File: src/ldfd_pkg.sv
// Shared types, constants and helpers for the LED fade dimmer controller.
package ldfd_pkg;

	localparam int NumBands = 6;
	localparam int BandWidth = 50;
	localparam int CfgIdxW = 3;
	localparam int CfgDataW = 8;

	typedef logic [7:0] level_t;

	localparam level_t FULL_LEVEL = 8'd255;
	localparam level_t TOGGLE_THRESHOLD = 8'd250;
	localparam level_t STEP_RESET = 8'd1;
	localparam level_t MEDIUM_RESET = 8'd128;

	localparam logic [CfgIdxW-1:0] CFG_IDX_MEDIUM = CfgIdxW'(NumBands);

	typedef enum logic [2:0] {
		OP_TICK       = 3'd0,
		OP_SET_TARGET = 3'd1,
		OP_ON_AT_MAX  = 3'd2,
		OP_TOGGLE_MAX = 3'd3,
		OP_TRIGGER    = 3'd4,
		OP_SET_MAX    = 3'd5,
		OP_OFF        = 3'd6,
		OP_SET_STATUS = 3'd7
	} opcode_t;

	typedef struct packed {
		logic   on_status;
		level_t max_level;
		level_t target_level;
		level_t duty_level;
	} dim_state_t;

	typedef struct packed {
		level_t [NumBands-1:0] step_band;
		level_t                medium_level;
	} dim_cfg_t;

	typedef struct packed {
		level_t duty;
		logic   is_on;
		logic   flag;
	} dim_result_t;

	// Band number is duty/50, clamped to the last band.
	function automatic logic [2:0] band_index(input level_t level);
		int count;
		count = 0;
		for (int k = 1; k < NumBands; k++) begin
			if (int'(level) >= k * BandWidth) begin
				count++;
			end
		end
		return 3'(count);
	endfunction

endpackage

File: src/ldfd_in_if.sv
// Command channel carrying an opcode and its value.
interface ldfd_in_if;
	logic       valid;
	logic       ready;
	logic [2:0] opcode;
	logic [7:0] value;

	modport source (output valid, output opcode, output value, input ready);
	modport sink (input valid, input opcode, input value, output ready);
endinterface

File: src/ldfd_out_if.sv
// Result channel carrying the duty level, status and flag.
interface ldfd_out_if;
	logic       valid;
	logic       ready;
	logic [7:0] duty;
	logic       is_on;
	logic       flag;

	modport source (output valid, output duty, output is_on, output flag, input ready);
	modport sink (input valid, input duty, input is_on, input flag, output ready);
endinterface

File: src/ldfd_core.sv
// Next-state and result logic for one command or tick.
module ldfd_core
	import ldfd_pkg::*;
(
	input  dim_state_t  st,
	input  dim_cfg_t    cfg,
	input  logic [2:0]  opcode,
	input  level_t      value,
	output dim_state_t  nxt,
	output dim_result_t res
);

	logic [2:0] band;
	level_t     step;
	logic [8:0] reach;
	level_t     ramp_duty;
	logic       flag;

	always_comb begin
		band = band_index(st.duty_level);
		step = cfg.step_band[band];
		if (step == '0) begin
			step = 8'd1;
		end
		reach = {1'b0, st.duty_level} + {1'b0, step};
		// A step that would overshoot the target or underflow falls back to one,
		// so every decrease is a single count.
		if (step > st.duty_level || reach > {1'b0, st.target_level}) begin
			step = 8'd1;
		end
		if (st.duty_level < st.target_level) begin
			ramp_duty = st.duty_level + step;
		end else begin
			ramp_duty = st.duty_level - step;
		end
	end

	always_comb begin
		nxt  = st;
		flag = 1'b0;
		unique case (opcode_t'(opcode))
			OP_TICK: begin
				if (st.duty_level != st.target_level) begin
					nxt.duty_level = ramp_duty;
					flag = 1'b1;
				end
			end
			OP_SET_TARGET: begin
				nxt.target_level = value;
			end
			OP_ON_AT_MAX: begin
				if (!st.on_status) begin
					nxt.max_level    = FULL_LEVEL;
					nxt.target_level = FULL_LEVEL;
					nxt.on_status    = 1'b1;
					flag = 1'b1;
				end
			end
			OP_TOGGLE_MAX: begin
				nxt.target_level = (st.target_level > TOGGLE_THRESHOLD) ?
					cfg.medium_level : FULL_LEVEL;
				nxt.on_status = 1'b1;
			end
			OP_TRIGGER: begin
				if (st.on_status) begin
					nxt.target_level = '0;
					nxt.on_status    = 1'b0;
				end else begin
					nxt.target_level = cfg.medium_level;
					nxt.on_status    = 1'b1;
				end
				flag = !st.on_status;
			end
			OP_SET_MAX: begin
				nxt.max_level = value;
				if (st.on_status) begin
					nxt.target_level = value;
				end
			end
			OP_OFF: begin
				nxt.on_status    = 1'b0;
				nxt.max_level    = cfg.medium_level;
				nxt.target_level = '0;
			end
			OP_SET_STATUS: begin
				nxt.on_status    = value[0];
				nxt.target_level = value[0] ? st.max_level : '0;
			end
			default: begin
				nxt = st;
			end
		endcase
	end

	assign res.duty  = nxt.duty_level;
	assign res.is_on = nxt.on_status;
	assign res.flag  = flag;

endmodule

File: src/ldfd_skid.sv
// Two-entry output stage: result register with a skid register behind it.
module ldfd_skid
	import ldfd_pkg::*;
(
	input  logic          clk,
	input  logic          arst_n,
	input  logic          push,
	input  dim_result_t   push_data,
	output logic          push_ready,
	ldfd_out_if.source    res
);

	logic        main_valid_q;
	logic        skid_valid_q;
	dim_result_t main_q;
	dim_result_t skid_q;
	logic        pop;

	assign pop        = main_valid_q && res.ready;
	assign push_ready = !skid_valid_q;

	always_ff @(posedge clk or negedge arst_n) begin
		if (!arst_n) begin
			main_valid_q <= 1'b0;
			skid_valid_q <= 1'b0;
		end else begin
			if (!main_valid_q || pop) begin
				if (skid_valid_q) begin
					main_valid_q <= 1'b1;
					skid_valid_q <= 1'b0;
				end else begin
					main_valid_q <= push;
				end
			end else if (push) begin
				skid_valid_q <= 1'b1;
			end
		end
	end

	always_ff @(posedge clk) begin
		if (!main_valid_q || pop) begin
			main_q <= skid_valid_q ? skid_q : push_data;
		end
		if (push && main_valid_q && !pop) begin
			skid_q <= push_data;
		end
	end

	assign res.valid = main_valid_q;
	assign res.duty  = main_q.duty;
	assign res.is_on = main_q.is_on;
	assign res.flag  = main_q.flag;

endmodule

File: src/led_fade_dimmer_controller.sv
// LED fade dimmer controller: state and step registers, update logic and output stage.
// A result enters the output stage at the clock edge of its command transfer.
// Throughput: one command or tick per cycle while the skid register is free;
// the two-entry output stage keeps the input open while one result waits.
// Reset: arst_n clears the dimmer off with maximum 255, target and duty 0,
// band steps 1 and medium level 128; the output stage empties.
module led_fade_dimmer_controller
	import ldfd_pkg::*;
(
	input  logic                clk,
	input  logic                arst_n,
	input  logic                cfg_we,
	input  logic [CfgIdxW-1:0]  cfg_index,
	input  logic [CfgDataW-1:0] cfg_wdata,
	ldfd_in_if.sink             cmd,
	ldfd_out_if.source          res
);

	dim_state_t  state_q;
	dim_state_t  state_nxt;
	dim_cfg_t    cfg_q;
	dim_result_t result;
	logic        accept;
	logic        stage_ready;

	assign cmd.ready = stage_ready;
	assign accept    = cmd.valid && stage_ready;

	always_ff @(posedge clk or negedge arst_n) begin
		if (!arst_n) begin
			cfg_q.step_band    <= {NumBands{STEP_RESET}};
			cfg_q.medium_level <= MEDIUM_RESET;
		end else if (cfg_we) begin
			if (cfg_index < CFG_IDX_MEDIUM) begin
				cfg_q.step_band[cfg_index] <= cfg_wdata;
			end else if (cfg_index == CFG_IDX_MEDIUM) begin
				cfg_q.medium_level <= cfg_wdata;
			end
		end
	end

	always_ff @(posedge clk or negedge arst_n) begin
		if (!arst_n) begin
			state_q.on_status    <= 1'b0;
			state_q.max_level    <= FULL_LEVEL;
			state_q.target_level <= '0;
			state_q.duty_level   <= '0;
		end else if (accept) begin
			state_q <= state_nxt;
		end
	end

	ldfd_core u_core (
		.st     (state_q),
		.cfg    (cfg_q),
		.opcode (cmd.opcode),
		.value  (cmd.value),
		.nxt    (state_nxt),
		.res    (result)
	);

	ldfd_skid u_skid (
		.clk        (clk),
		.arst_n     (arst_n),
		.push       (accept),
		.push_data  (result),
		.push_ready (stage_ready),
		.res        (res)
	);

endmodule

File: src/flat_wrapper.sv
// flat-port wrapper written by rule: the top's interface ports become plain ports
module led_fade_dimmer_controller_flat import ldfd_pkg::*;
  (clk, arst_n, cfg_we, cfg_index, cfg_wdata, cmd_valid, cmd_opcode, cmd_value, cmd_ready, res_valid, res_duty, res_is_on, res_flag, res_ready);
  ldfd_in_if cmd_i ();
  ldfd_out_if res_i ();
  input  logic clk;
  input  logic arst_n;
  input  logic cfg_we;
  input  logic [CfgIdxW-1:0] cfg_index;
  input  logic [CfgDataW-1:0] cfg_wdata;
  input wire logic [$bits(cmd_i.valid)-1:0] cmd_valid;
  input wire logic [$bits(cmd_i.opcode)-1:0] cmd_opcode;
  input wire logic [$bits(cmd_i.value)-1:0] cmd_value;
  output wire logic [$bits(cmd_i.ready)-1:0] cmd_ready;
  output wire logic [$bits(res_i.valid)-1:0] res_valid;
  output wire logic [$bits(res_i.duty)-1:0] res_duty;
  output wire logic [$bits(res_i.is_on)-1:0] res_is_on;
  output wire logic [$bits(res_i.flag)-1:0] res_flag;
  input wire logic [$bits(res_i.ready)-1:0] res_ready;
  assign cmd_i.valid = cmd_valid;
  assign cmd_i.opcode = cmd_opcode;
  assign cmd_i.value = cmd_value;
  assign cmd_ready = cmd_i.ready;
  assign res_valid = res_i.valid;
  assign res_duty = res_i.duty;
  assign res_is_on = res_i.is_on;
  assign res_flag = res_i.flag;
  assign res_i.ready = res_ready;
  led_fade_dimmer_controller u_core (.clk(clk), .arst_n(arst_n), .cfg_we(cfg_we), .cfg_index(cfg_index), .cfg_wdata(cfg_wdata), .cmd(cmd_i), .res(res_i));
endmodule
File: config.mk
export PLATFORM = sky130hd
export DESIGN_NAME = led_fade_dimmer_controller_flat
export DESIGN_NICKNAME = d
export VERILOG_FILES = /design/src/ldfd_pkg.sv /design/src/ldfd_in_if.sv /design/src/ldfd_out_if.sv /design/src/ldfd_core.sv /design/src/ldfd_skid.sv /design/src/led_fade_dimmer_controller.sv /design/src/flat_wrapper.sv
export SDC_FILE = /design/constraint.sdc
export NUM_CORES = 1
export LEC_CHECK = 0
export BUFFER_PORTS_ARGS = -buffer_cell sky130_fd_sc_hd__buf_2
export CAP_MARGIN = 10
export CORE_MARGIN = 4
export CORE_UTILIZATION = 65
export CTS_BUF_LIST = sky130_fd_sc_hd__clkbuf_16
export DETAILED_ROUTE_END_ITERATION = 8
export PLACE_DENSITY = 0.84
export SYNTH_ARGS = -nofsm -noshare
export SYNTH_HDL_FRONTEND = slang
export SYNTH_SLANG_ARGS = --single-unit
export TNS_END_PERCENT = 50
File: constraint.sdc
create_clock -name clk -period 32.4 [get_ports clk]
set_clock_uncertainty 0.15 [all_clocks]
set_input_delay 0 -clock clk [delete_from_list [all_inputs] [get_ports clk]]
set_output_delay 0 -clock clk [all_outputs]
set_load 0.02 [all_outputs]
==> impl_metrics.env <==
export IMPL_finalSetupTns_ns=0
export IMPL_fin_cells=856
export IMPL_slew_violations=0
export IMPL_drive_gt1_share_pct=23.8
export IMPL_critPathArrivalTime_ns=12.27
export IMPL_seq_area_frac_synth_pct=39.1
export IMPL_ys_warn_count=0
export IMPL_period_minus_slack_ns=12.33
export IMPL_placement_io_buffers=38
export IMPL_path_clk_slew_ns=0.08
export IMPL_crit_top_cell="ha_1"
export IMPL_nets=782
export IMPL_grt_setup_unrepaired="false"
export IMPL_post_dp_hpwl_um=11900
export IMPL_numClockSinks=103
export IMPL_first_global_vias=5376
export IMPL_die_w_um=111
export IMPL_htreeDepth=3
export IMPL_die_h_um=111
export IMPL_route_detailed_drc=0
export IMPL_gp_congestion=0.934
export IMPL_grt_pass1_wl_um=27000
export IMPL_wire_per_inst_um=19.0
export IMPL_row_count=37
export IMPL_synth_fp_nets=737
export IMPL_ant_nets=0
export IMPL_syn_inst=670
export IMPL_nFillCells=690
export IMPL_syn_cell_area_um2=6900
export IMPL_numCtsBuffers=9
export IMPL_cp_end_kind="flop"
export IMPL_tritoncts="built"
export IMPL_max_cap_viol_count=0
export IMPL_critPathMaxFanout=13
export IMPL_antenna_cells=0
export IMPL_drtIter0Drc=471
export IMPL_worstPathRequired_ns=32.34
export IMPL_crit_path_start_kind="flop"
export IMPL_synth_top_area_cell="dfrtp_1"
export IMPL_clk_latency_ns=0.34
export IMPL_drt_pass1_iterations=5
export IMPL_num_vias=5523
export IMPL_max_freq_mhz=81.1
export IMPL_area_delta_synth_final_pct=10.6
export IMPL_critical_path_max_stage_delay_ns=0.72
export IMPL_synth_top_area_share_pct=24.7
export IMPL_slew_headroom_pct=17.5
export IMPL_grt_usage_pct=26.8
export IMPL_grt_ovfl_total=0
export IMPL_finalCritPeriodShare_pct=38.1
export IMPL_dpl_cell_count=821
export IMPL_antenna_found_initial=0
export IMPL_start_util_pct=66.8
export IMPL_core_area_um2=10300
export IMPL_synth_avg_cell_area_um2=10.3
export IMPL_synth_cell_types=80
export IMPL_status="completed"
export IMPL_setup_viol_count_final=0
export IMPL_via_per_inst=6.45
export IMPL_io_pins=39
export IMPL_post_cts_buffers=0
export IMPL_cts_root_buf="clkbuf_16"
export IMPL_synth_area_leaders="dfrtp_1 (25%), mux2_2 (11%), edfxtp_1 (8.7%)"
export IMPL_hp_class="input port to flop"
export IMPL_crit_type="flop to flop"
export IMPL_cts_max_path_buffers=2
export IMPL_yosys_register_bits=103
export IMPL_grt_max_degree=84
export IMPL_routed_wl_um=16300
export IMPL_ctsResizeCount=0
export IMPL_max_slew_worst_pin_slew_ns=1.24
export IMPL_synth_edff_count=20
export IMPL_die_area_um2=12300
export IMPL_async_flop_share_pct=80.6
export IMPL_synth_flop_cell="dfrtp_1"
export IMPL_cpMaxStageDelayCell="dfrtp_1"
export IMPL_finalHoldViolCount=0
path summary, 6_finish.rpt:
path / cells past startpoint / slack, ns / end / from
max in group asynchronous: 2 / 31.19 / u_core.state_q[4]$_DFFE_PN0P_ / arst_n
setup / recovery: 48 / 20.07 / u_core.u_skid.res.duty[7]$_DFFE_PN_ / u_core.state_q[6]$_DFFE_PN0P_
min in group asynchronous: 2 / 0.24 / u_core.cfg_q[31]$_DFFE_PN0P_ / arst_n
hold / removal: 2 / 0.06 / u_core.u_skid.skid_q[0]$_DFFE_PP_ / cmd_opcode[0]
hold reg to reg: 2 / 0.35 / u_core.state_q[18]$_DFFE_PN1P_ / u_core.state_q[18]$_DFFE_PN1P_
setup reg to reg: 48 / 20.07 / u_core.u_skid.res.duty[7]$_DFFE_PN_ / u_core.state_q[6]$_DFFE_PN0P_
synthesized netlist by cell type, types with 10 or more instances:
cell / instances
nor2_1: 46
dfstp_2: 15
inv_1: 33
ha_1: 39
o211ai_1: 13
o21a_1: 18
clkbuf_1: 16
nor3_1: 10
a21o_1: 11
edfxtp_1: 20
dfrtp_1: 68
mux2_2: 69
a31oi_1: 15
mux2i_1: 15
nand3_1: 14
xnor2_1: 13
a21oi_1: 32
nand2_1: 50
o21ai_0: 35
worst max-delay path, delay by kind of cell, from the launching register on:
family,cells,cell delay [ns]
AO/OA/AOI/OAI,18,4.19
XOR/XNOR,2,0.31
adder cells (fa/ha/maj),9,2.49
buffers and inverters,2,0.10
flip-flops,1,0.72
multiplexers,1,0.34
AND/OR/NAND/NOR,16,3.76
cell usage in the layout (no fill, tap or decap), types with 4 or more instances in the layout:
| master | n |
|---|---|
| a211oi_1 | 4 |
| a21boi_0 | 4 |
| a21o_1 | 11 |
| a21oi_1 | 32 |
| a31oi_1 | 15 |
| and2_1 | 4 |
| buf_2 | 37 |
| buf_4 | 6 |
| clkbuf_16 | 9 |
| dfrtp_1 | 68 |
| dfstp_2 | 15 |
| dlygate4sd3_1 | 19 |
| edfxtp_1 | 20 |
| ha_1 | 39 |
| inv_1 | 34 |
| mux2_2 | 69 |
| mux2i_1 | 15 |
| nand2_1 | 50 |
| nand2b_1 | 6 |
| nand3_1 | 14 |
| nand4_1 | 8 |
| nand4b_1 | 4 |
| nor2_1 | 46 |
| nor2b_1 | 5 |
| nor3_1 | 10 |
| nor3b_1 | 4 |
| o211ai_1 | 13 |
| o21a_1 | 18 |
| o21ai_0 | 35 |
| o22ai_1 | 8 |
| xnor2_1 | 13 |
| xor2_1 | 5 |
sequential cells by signal (all words and copies together), names as in the netlist:
signal,count
u_core.state_q,25
u_core.u_skid.res.flag,1
u_core.u_skid.skid_valid_q,1
u_core.cfg_q,56
u_core.u_skid.res.is_on,1
u_core.u_skid.res.duty,8
u_core.u_skid.skid_q,10
u_core.u_skid.res.valid,1
logic make-up (layout without fill, tap and decap cells):
family          Yosys count  after routing  synth area share (%)
simple gates            173            173                  12.8
flops                   103            103                  39.1
mux                      87             87                  14.4
xor+xnor                 21             21                  3.34
fa+ha+maj                45             45                  8.13
compound gates          177            177                  18.2
buf+inv                  64            114                  3.99
final cells by class:
| type | instances | area, µm² | area share, % |
|---|---|---|---|
| Sequential cell | 103 | 2700 | 35.3 |
| Clock inverter | 7 | 58.8 | 0.770 |
| Timing Repair Buffer | 62 | 420 | 5.51 |
| Tap cell | 136 | 170 | 2.23 |
| Multi-Input combinational cell | 503 | 3930 | 51.4 |
| Clock buffer | 9 | 225 | 2.95 |
| Inverter | 36 | 135 | 1.77 |
timing repair:
action	4_1_cts	5_1_grt
hold buffers	19	0
endpoints found under the setup margin	0	0
endpoints found under the hold margin	142	0
per-layer routing:
metal	vias up	wire length, µm	GRT usage [%]
li1	2576	-	-
met1	2686	6950	35.4
met2	224	8100	45.1
met3	37	890	4.37
met4	0	362	8.76
met5	-	0	0
metrics by stage:
stage               utilization, %  area [µm²]  setup slack (ns)  hold WS (ns)
floorplan                        -        6900             21.44        -0.446
global placement              69.3        7160             20.80        0.0651
detailed placement            69.3        7160             20.34        0.0793
CTS                           73.9        7630             20.25        0.0439
global route                  73.9        7630             19.42        0.0785
finish                        73.9        7630             20.07        0.0567
Power is left out: the tool's default activity adds up to more than one toggle a clock period on the data nets, which glitch-free logic cannot reach.
